File: src/hw/rtl/sfb_pkg.sv
`default_nettype none

package sfb_pkg;

    // frame constants
    localparam logic [7:0] MAX_PAYLOAD = 8'd250;
    localparam logic [7:0] HEAD_BYTE   = 8'h0A;
    localparam logic [7:0] REAR_BYTE   = 8'hBB;
    localparam logic [7:0] CHK_INVERT  = 8'hFF;

    // input opcodes
    localparam logic OP_START   = 1'b0;
    localparam logic OP_PAYLOAD = 1'b1;

    // job queue sizing
    localparam int QDEPTH = 4;
    localparam int QPTR_W = $clog2(QDEPTH);
    localparam int QCNT_W = $clog2(QDEPTH + 1);

    // back-end byte sequence codes
    localparam int STEP_W = 3;
    localparam logic [STEP_W-1:0] STEP_HEAD = 3'd0;
    localparam logic [STEP_W-1:0] STEP_LEN  = 3'd1;
    localparam logic [STEP_W-1:0] STEP_TYPE = 3'd2;
    localparam logic [STEP_W-1:0] STEP_CMD  = 3'd3;
    localparam logic [STEP_W-1:0] STEP_DATA = 3'd4;
    localparam logic [STEP_W-1:0] STEP_CHK  = 3'd5;
    localparam logic [STEP_W-1:0] STEP_REAR = 3'd6;

    typedef struct packed {
        logic       opcode;
        logic [7:0] frame_type;
        logic [7:0] command_code;
        logic [7:0] payload_length;
        logic [7:0] payload_byte;
    } sfb_in_t;

    typedef struct packed {
        logic [7:0] out_byte;
        logic       last_of_run;
        logic       frame_end;
    } sfb_out_t;

    // one classified item handed from front to back
    typedef struct packed {
        logic [STEP_W-1:0] first_step;
        logic [7:0]        length;
        logic [7:0]        frame_type;
        logic [7:0]        command_code;
        logic [7:0]        data;
        logic [7:0]        check;
        logic              close;
    } sfb_job_t;

endpackage

`default_nettype wire

File: src/hw/rtl/sfb_front.sv
`default_nettype none

module sfb_front (
    input  wire logic             clk,
    input  wire logic             rst_n,
    input  wire logic             accept,
    input  wire sfb_pkg::sfb_in_t item,
    output logic                  job_push,
    output sfb_pkg::sfb_job_t     job
);
    import sfb_pkg::*;

    logic [7:0] checksum_acc_reg, checksum_acc_next;
    logic [7:0] bytes_remaining_reg, bytes_remaining_next;
    logic       frame_open_reg, frame_open_next;

    // classify the item and update the frame state
    always_comb
    begin
        logic [7:0] len_sat;
        logic [7:0] sum;
        logic [7:0] rem_dec;

        len_sat = (item.payload_length > MAX_PAYLOAD) ? MAX_PAYLOAD
                                                      : item.payload_length;
        rem_dec = bytes_remaining_reg - 8'd1;
        if (item.opcode == OP_START)
            sum = item.frame_type + len_sat;
        else
            sum = checksum_acc_reg + item.payload_byte;

        checksum_acc_next    = checksum_acc_reg;
        bytes_remaining_next = bytes_remaining_reg;
        frame_open_next      = frame_open_reg;
        job_push             = 1'b0;

        job.first_step   = STEP_HEAD;
        job.length       = len_sat;
        job.frame_type   = item.frame_type;
        job.command_code = item.command_code;
        job.data         = item.payload_byte;
        job.check        = sum ^ CHK_INVERT;
        job.close        = 1'b0;

        if (accept)
        begin
            if (item.opcode == OP_START)
            begin
                job_push = 1'b1;
                if (len_sat == 8'd0)
                begin
                    job.close            = 1'b1;
                    checksum_acc_next    = 8'd0;
                    bytes_remaining_next = 8'd0;
                    frame_open_next      = 1'b0;
                end
                else
                begin
                    checksum_acc_next    = sum;
                    bytes_remaining_next = len_sat;
                    frame_open_next      = 1'b1;
                end
            end
            else if (frame_open_reg)
            begin
                job_push       = 1'b1;
                job.first_step = STEP_DATA;
                if (rem_dec == 8'd0)
                begin
                    job.close            = 1'b1;
                    checksum_acc_next    = 8'd0;
                    bytes_remaining_next = 8'd0;
                    frame_open_next      = 1'b0;
                end
                else
                begin
                    checksum_acc_next    = sum;
                    bytes_remaining_next = rem_dec;
                end
            end
        end
    end

    // frame state registers
    always_ff @(posedge clk or negedge rst_n)
    begin
        if (!rst_n)
        begin
            checksum_acc_reg    <= '0;
            bytes_remaining_reg <= '0;
            frame_open_reg      <= 1'b0;
        end
        else
        begin
            checksum_acc_reg    <= checksum_acc_next;
            bytes_remaining_reg <= bytes_remaining_next;
            frame_open_reg      <= frame_open_next;
        end
    end

endmodule

`default_nettype wire

File: src/hw/rtl/sfb_queue.sv
`default_nettype none

module sfb_queue (
    input  wire logic              clk,
    input  wire logic              rst_n,
    input  wire logic              wr_en,
    input  wire sfb_pkg::sfb_job_t wr_job,
    output logic                   full,
    input  wire logic              rd_en,
    output sfb_pkg::sfb_job_t      rd_job,
    output logic                   empty
);
    import sfb_pkg::*;

    sfb_job_t            store_reg [QDEPTH];
    logic [QPTR_W-1:0]   wr_ptr_reg, wr_ptr_next;
    logic [QPTR_W-1:0]   rd_ptr_reg, rd_ptr_next;
    logic [QCNT_W-1:0]   count_reg, count_next;

    assign full   = (count_reg == QCNT_W'(QDEPTH));
    assign empty  = (count_reg == '0);
    assign rd_job = store_reg[rd_ptr_reg];

    // pointer and fill level
    always_comb
    begin
        wr_ptr_next = wr_en ? wr_ptr_reg + 1'b1 : wr_ptr_reg;
        rd_ptr_next = rd_en ? rd_ptr_reg + 1'b1 : rd_ptr_reg;
        count_next  = count_reg;
        if (wr_en && !rd_en)
            count_next = count_reg + 1'b1;
        else if (rd_en && !wr_en)
            count_next = count_reg - 1'b1;
    end

    always_ff @(posedge clk or negedge rst_n)
    begin
        if (!rst_n)
        begin
            wr_ptr_reg <= '0;
            rd_ptr_reg <= '0;
            count_reg  <= '0;
        end
        else
        begin
            wr_ptr_reg <= wr_ptr_next;
            rd_ptr_reg <= rd_ptr_next;
            count_reg  <= count_next;
        end
    end

    // entry storage
    always_ff @(posedge clk)
    begin
        if (wr_en)
            store_reg[wr_ptr_reg] <= wr_job;
    end

endmodule

`default_nettype wire

File: src/hw/rtl/sfb_back.sv
`default_nettype none

module sfb_back (
    input  wire logic              clk,
    input  wire logic              rst_n,
    input  wire logic              job_avail,
    input  wire sfb_pkg::sfb_job_t job,
    output logic                   job_take,
    output logic                   empty,
    input  wire logic              pop,
    output sfb_pkg::sfb_out_t      result
);
    import sfb_pkg::*;

    sfb_job_t          job_reg;
    logic              job_valid_reg, job_valid_next;
    logic [STEP_W-1:0] step_reg, step_next;
    sfb_out_t          out_reg;
    logic              out_valid_reg, out_valid_next;
    sfb_out_t          cur_out;
    logic              advance;
    logic              finishing;

    assign empty  = !out_valid_reg;
    assign result = out_reg;

    // byte for the current step
    always_comb
    begin
        cur_out.out_byte    = HEAD_BYTE;
        cur_out.last_of_run = 1'b0;
        cur_out.frame_end   = 1'b0;
        case (step_reg)
            STEP_HEAD: cur_out.out_byte = HEAD_BYTE;
            STEP_LEN:  cur_out.out_byte = job_reg.length;
            STEP_TYPE: cur_out.out_byte = job_reg.frame_type;
            STEP_CMD:  cur_out.out_byte = job_reg.command_code;
            STEP_DATA: cur_out.out_byte = job_reg.data;
            STEP_CHK:  cur_out.out_byte = job_reg.check;
            STEP_REAR: cur_out.out_byte = REAR_BYTE;
            default:   cur_out.out_byte = HEAD_BYTE;
        endcase
        if (step_reg inside {STEP_CMD, STEP_DATA})
            cur_out.last_of_run = !job_reg.close;
        else if (step_reg == STEP_REAR)
        begin
            cur_out.last_of_run = 1'b1;
            cur_out.frame_end   = 1'b1;
        end
    end

    // sequencing and job hand-over
    always_comb
    begin
        advance   = job_valid_reg && (!out_valid_reg || pop);
        finishing = advance && cur_out.last_of_run;
        job_take  = job_avail && (!job_valid_reg || finishing);

        job_valid_next = job_valid_reg;
        if (job_take)
            job_valid_next = 1'b1;
        else if (finishing)
            job_valid_next = 1'b0;

        step_next = step_reg;
        if (job_take)
            step_next = job.first_step;
        else if (advance)
        begin
            case (step_reg)
                STEP_HEAD: step_next = STEP_LEN;
                STEP_LEN:  step_next = STEP_TYPE;
                STEP_TYPE: step_next = STEP_CMD;
                STEP_CMD:  step_next = STEP_CHK;
                STEP_DATA: step_next = STEP_CHK;
                STEP_CHK:  step_next = STEP_REAR;
                default:   step_next = STEP_HEAD;
            endcase
        end

        out_valid_next = out_valid_reg;
        if (advance)
            out_valid_next = 1'b1;
        else if (pop)
            out_valid_next = 1'b0;
    end

    // control registers
    always_ff @(posedge clk or negedge rst_n)
    begin
        if (!rst_n)
        begin
            job_valid_reg <= 1'b0;
            step_reg      <= STEP_HEAD;
            out_valid_reg <= 1'b0;
        end
        else
        begin
            job_valid_reg <= job_valid_next;
            step_reg      <= step_next;
            out_valid_reg <= out_valid_next;
        end
    end

    // job and result holding registers
    always_ff @(posedge clk)
    begin
        if (job_take)
            job_reg <= job;
        if (advance)
            out_reg <= cur_out;
    end

endmodule

`default_nettype wire

File: src/hw/rtl/serial_frame_builder.sv
`default_nettype none

// Serial frame builder: turns start and payload items into a framed byte stream.
// Input side is a queue write port: an item is taken at a clock edge with push
// high and full low. Opcode 0 opens a frame (head, length, type, command),
// opcode 1 carries one payload byte; a payload item with no open frame is dropped.
// Output side is a queue read port: while empty is low, result holds the oldest
// byte, and it is taken at an edge with pop high.
// Classification and checksum updates happen in the cycle an item is taken; the
// classified item then waits in a four-entry job queue, and while the output
// register is empty or popped the back end emits one byte per cycle into it.
// The first byte of an item passes through the job queue, the job register and
// the output register before it is on result. Throughput: one byte per cycle at
// the output while that register is empty or popped; an item yields 1, 3, 4 or 6
// bytes, and the job queue lets items be taken back to back while bursts drain.
// When pop stays low the output byte holds, the back end stops, and once the job
// queue holds four items full rises and input stops.
// Reset clears the frame state, the job queue and the output valid flag: no frame
// is open and empty is high.

module serial_frame_builder (
    input  wire logic             clk,
    input  wire logic             rst_n,
    input  wire logic             push,
    output logic                  full,
    input  wire sfb_pkg::sfb_in_t item,
    output logic                  empty,
    input  wire logic             pop,
    output sfb_pkg::sfb_out_t     result
);
    import sfb_pkg::*;

    logic     accept;
    logic     job_push;
    sfb_job_t front_job;
    logic     q_full;
    logic     q_empty;
    sfb_job_t q_job;
    logic     job_take;

    assign accept = push && !q_full;
    assign full   = q_full;

    // front end: classify and keep frame state
    sfb_front u_front (
        .clk      (clk),
        .rst_n    (rst_n),
        .accept   (accept),
        .item     (item),
        .job_push (job_push),
        .job      (front_job)
    );

    // job queue between front and back
    sfb_queue u_queue (
        .clk    (clk),
        .rst_n  (rst_n),
        .wr_en  (job_push),
        .wr_job (front_job),
        .full   (q_full),
        .rd_en  (job_take),
        .rd_job (q_job),
        .empty  (q_empty)
    );

    // back end: byte sequencer and output register
    sfb_back u_back (
        .clk       (clk),
        .rst_n     (rst_n),
        .job_avail (!q_empty),
        .job       (q_job),
        .job_take  (job_take),
        .empty     (empty),
        .pop       (pop),
        .result    (result)
    );

    // rear byte always closes a run
    assert property (@(posedge clk) disable iff (!rst_n)
        (!empty && result.frame_end) |-> result.last_of_run)
        else $error("frame end without last_of_run");

    // rear byte value
    assert property (@(posedge clk) disable iff (!rst_n)
        (!empty && result.frame_end) |-> (result.out_byte == REAR_BYTE))
        else $error("frame end byte is not the rear byte");

    // no job written into a full queue
    assert property (@(posedge clk) disable iff (!rst_n)
        job_push |-> !q_full)
        else $error("job pushed while queue full");

    // back end never takes from an empty queue
    assert property (@(posedge clk) disable iff (!rst_n)
        job_take |-> !q_empty)
        else $error("job taken from empty queue");

endmodule

`default_nettype wire

File: config.mk
export PLATFORM = sky130hd
export DESIGN_NAME = serial_frame_builder
export DESIGN_NICKNAME = d
export VERILOG_FILES = /design/src/hw/rtl/sfb_pkg.sv /design/src/hw/rtl/sfb_front.sv /design/src/hw/rtl/sfb_queue.sv /design/src/hw/rtl/sfb_back.sv /design/src/hw/rtl/serial_frame_builder.sv
export SDC_FILE = /design/constraint.sdc
export NUM_CORES = 1
export LEC_CHECK = 0
export BUFFER_PORTS_ARGS = -buffer_cell sky130_fd_sc_hd__buf_2
export CAP_MARGIN = 20
export CORE_MARGIN = 10
export CORE_UTILIZATION = 45
export CTS_BUF_LIST = sky130_fd_sc_hd__clkbuf_4
export DETAILED_ROUTE_END_ITERATION = 7
export PLACE_DENSITY_LB_ADDON = 0.1
export SLEW_MARGIN = 15
export SYNTH_ARGS = -nofsm -noshare
export SYNTH_HDL_FRONTEND = slang
export SYNTH_SLANG_ARGS = --single-unit
File: constraint.sdc
create_clock -name clk -period 3.2 [get_ports clk]
set_input_delay 0.48 -clock clk [delete_from_list [all_inputs] [get_ports clk]]
set_output_delay 0.48 -clock clk [all_outputs]
set_load 0.01 [all_outputs]
==> results.yml <==
synthesis:
  synth-seq-area-share_pct: 70.2
  synth_edf_count: 219
  synth_area_um2: 10400
  yosysTopAreaCell: "edfxtp_1"
  synth_area_leaders: "edfxtp_1, mux4_2, dfrtp_1, ha_1, mux2i_1"
  yosysMostFrequentCell: "edfxtp_1"
  syn-num-nets: 688
  syn_inst: 627
  syn_area_per_cell_um2: 16.6
  synth-main-ff-cell: "edfxtp_1"
  async_flop_share_pct: 11.7
  synth.top_cell.area_share_pct: 63.2
  synth_cell_types: 58
  yosysWarningCount: 0
  yosys-top-cells-count: "edfxtp_1, mux4_2, nand2_1, dfrtp_1, nor2_1"
  synth-seq-cells: 248
global_route:
  grt_pass1_vias: 6169
  met2_usage_pct: 24.7
  grt_antenna_before_repair: 1
  grt_usage_pct: 16.1
  met1_usage_pct: 21.4
  grt_busiest_layer: "met2"
  grt_overflow: 0
  grt_pass1_wl_um: 35300
  grt_use_met3_pct: 4.01
  grt_max_degree: 48
floorplanning:
  fp.coreArea_um2: 22700
  die-area_um2: 29600
  die_w_um: 172
  std_cell_rows: 55
  io_pins: 49
  dieHeight_um: 172
  initial_core_util_pct: 45.8
placement:
  port_buffers: 48
  placedCellCount: 947
  gp_routability_congestion: 0.840
  hpwlAfterDp_um: 14700
  pre_cts_slack_ps: 133
  place_area_um2: 11100
sta:
  maxSlewViolCount: 0
  fin_crit_ps: 2550
  fmax_mhz: 392
  finalCritPeriodShare_pct: 79.7
  worst_slew_pin_slew_ps: 807
  setup_viol: 0
  rsz0062_at_grt: "false"
  hold-worst-slack_ps: 66.0
  finalClockSkew_ps: 60.0
  fin_tns_setup_ps: 0
  hold_viol: 0
  layout_setup_ws_ps: 650
  slew_headroom_pct: 46.2
setup_path:
  worstPathMaxFanout: 15
  critPathLaunchType: "flop"
  crit_family: "adder cells"
  path_cells: "inv_1 -> nor2_1 -> o31a_2 -> inv_1 -> ha_1 -> inv_1 -> fa_1 -> xor2_1 -> nor2_1 -> xor2_1"
  critPathCaptureType: "flop"
  cpMostUsedCell: "inv_1"
  r2r-start: "u_back.step_reg[1]$_DFFE_PN0P_"
  path_buf_inv: 3
  slowest_stage: "dfrtp_1"
  crit_path_max_incr_delay_ps: 540
  cp_data_arrival_time_ps: 3090
  worstPathRequired_ps: 3740
  critPathKind: "reg2reg"
  setup.worst_path.start: "u_back.step_reg[1]$_DFFE_PN0P_"
cts:
  cts_tree: "done"
  h-tree-depth: 3
  cts_buffer_depth: 3
  clockRootBuffer: "clkbuf_4"
  clkTransAtPathRegs_ps: 70
  tritoncts.num_buffers: 67
  clk_latency_ps: 640
  cts_sinks: 248
detailed_routing:
  wl_um: 23100
  ant_nets: 0
  via_count: 5893
  viasPerCell: 5.49
  drcViolationCount: 0
  initialDrtViolationCount: 594
  drt_first_pass_iters: 5
  post_drt_wl_per_cell_um: 21.6
final_layout:
  final_nets: 797
  drive_gt1_share_pct: 30.0
  layoutNonFillerInstCount: 1073
  largest_reg_flops: 168
  utilization_pct: 53.0
  synthToLayoutAreaGrowth_pct: 15.7
  stdcell_area_um2: 12000
pwr:
  p_int_mw: 7.62
  vdd_ir_drop_max_mv: 0.412
  p_clk_share_pct: 26.5
  switching_power_mw: 3.45
  power.density_nw_per_um2: 920
  p_leak_nw: 4.34
  p_sw_share_pct: 31.2
  power_mw: 11.1
  pwr-share-comb_pct: 28.1
  seqPwrFrac_pct: 45.5
status:
  status: "completed"
run:
  max_cap_viol_count: 0
hold_path:
  worstHoldStart: "item[20]"
  worstHoldPathType: "in2reg"
==> cells in the final DEF, fill, tap and decap left out, types with 6 or more instances in the layout <==
master    instances
edfxtp_1        219
clkbuf_4         99
buf_2            48
mux4_2           42
nand2_1          38
nor2_1           29
o21ai_0          27
dfrtp_1          27
a21oi_1          22
inv_1            21
ha_1             21
mux2i_1          16
clkinv_1         13
nand3_1          12
buf_4            12
nor3_1           10
xnor2_1           8
nor2b_1           6
o22ai_1           6
==> cell families (layout without fill, tap and decap cells) <==
kind of cell	Yosys count	count (layout)	synth area share (%)
other cells	0	1	0
buf+inv	51	211	2.03
fa+ha+maj	24	24	3.10
xor+xnor	13	13	1.09
simple gates	134	134	6.67
flops	248	248	70.2
mux	63	63	11.2
compound gates	94	94	5.70
==> cell type report <==
type	instances	area (um^2)
Clock inverter	21	178
Sequential cell	248	7300
Multi-Input combinational cell	328	2890
Timing Repair Buffer	70	480
Antenna cell	1	2.50
Clock buffer	99	743
Tap cell	285	357
Inverter	21	78.8
Fill cell	1896	10700
==> power by group through the flow <==
stage | sequential [mW] | clock (mW) | combinational, mW
CTS | 5.04 | 3.04 | 3.16
detailed placement | 5.10 | 0 | 3.15
floorplan | 4.88 | 0 | 2.22
finish | 5.04 | 2.93 | 3.11
global route | 5.12 | 3.21 | 3.41
global placement | 5.07 | 0 | 3.09
==> final timing paths <==
path	end	slack (ps)	depth (start not counted)
min	u_queue.store_reg[3][21]$_DFFE_PP_	70	1
max	u_queue.count_reg[2]$_DFFE_PN0P_	650	10
min reg2reg	u_front.checksum_acc_reg[0]$_DFFE_PN0P_	510	2
min in group asynchronous	u_queue.wr_ptr_reg[0]$_DFFE_PN0P_	480	2
max reg2reg	u_queue.count_reg[2]$_DFFE_PN0P_	650	10
max in group asynchronous	u_queue.rd_ptr_reg[0]$_DFFE_PN0P_	2160	2
==> routing by layer <==
metal  share of wire [%]  up-vias
met5                   0        -
met4                 2.3        0
met3                 5.2       32
met2                  47      190
met1                  45     2952
li1                    -     2719
==> what timing repair did <==
action                                 4_1_cts  5_1_grt
endpoints found under the hold margin       42        0
resized for setup                            0        0
buffers inserted                             0        0
hold buffers                                 5        0
setup endpoints to repair                    0        0
No activity file was read; power rests on OpenSTA's default activity.
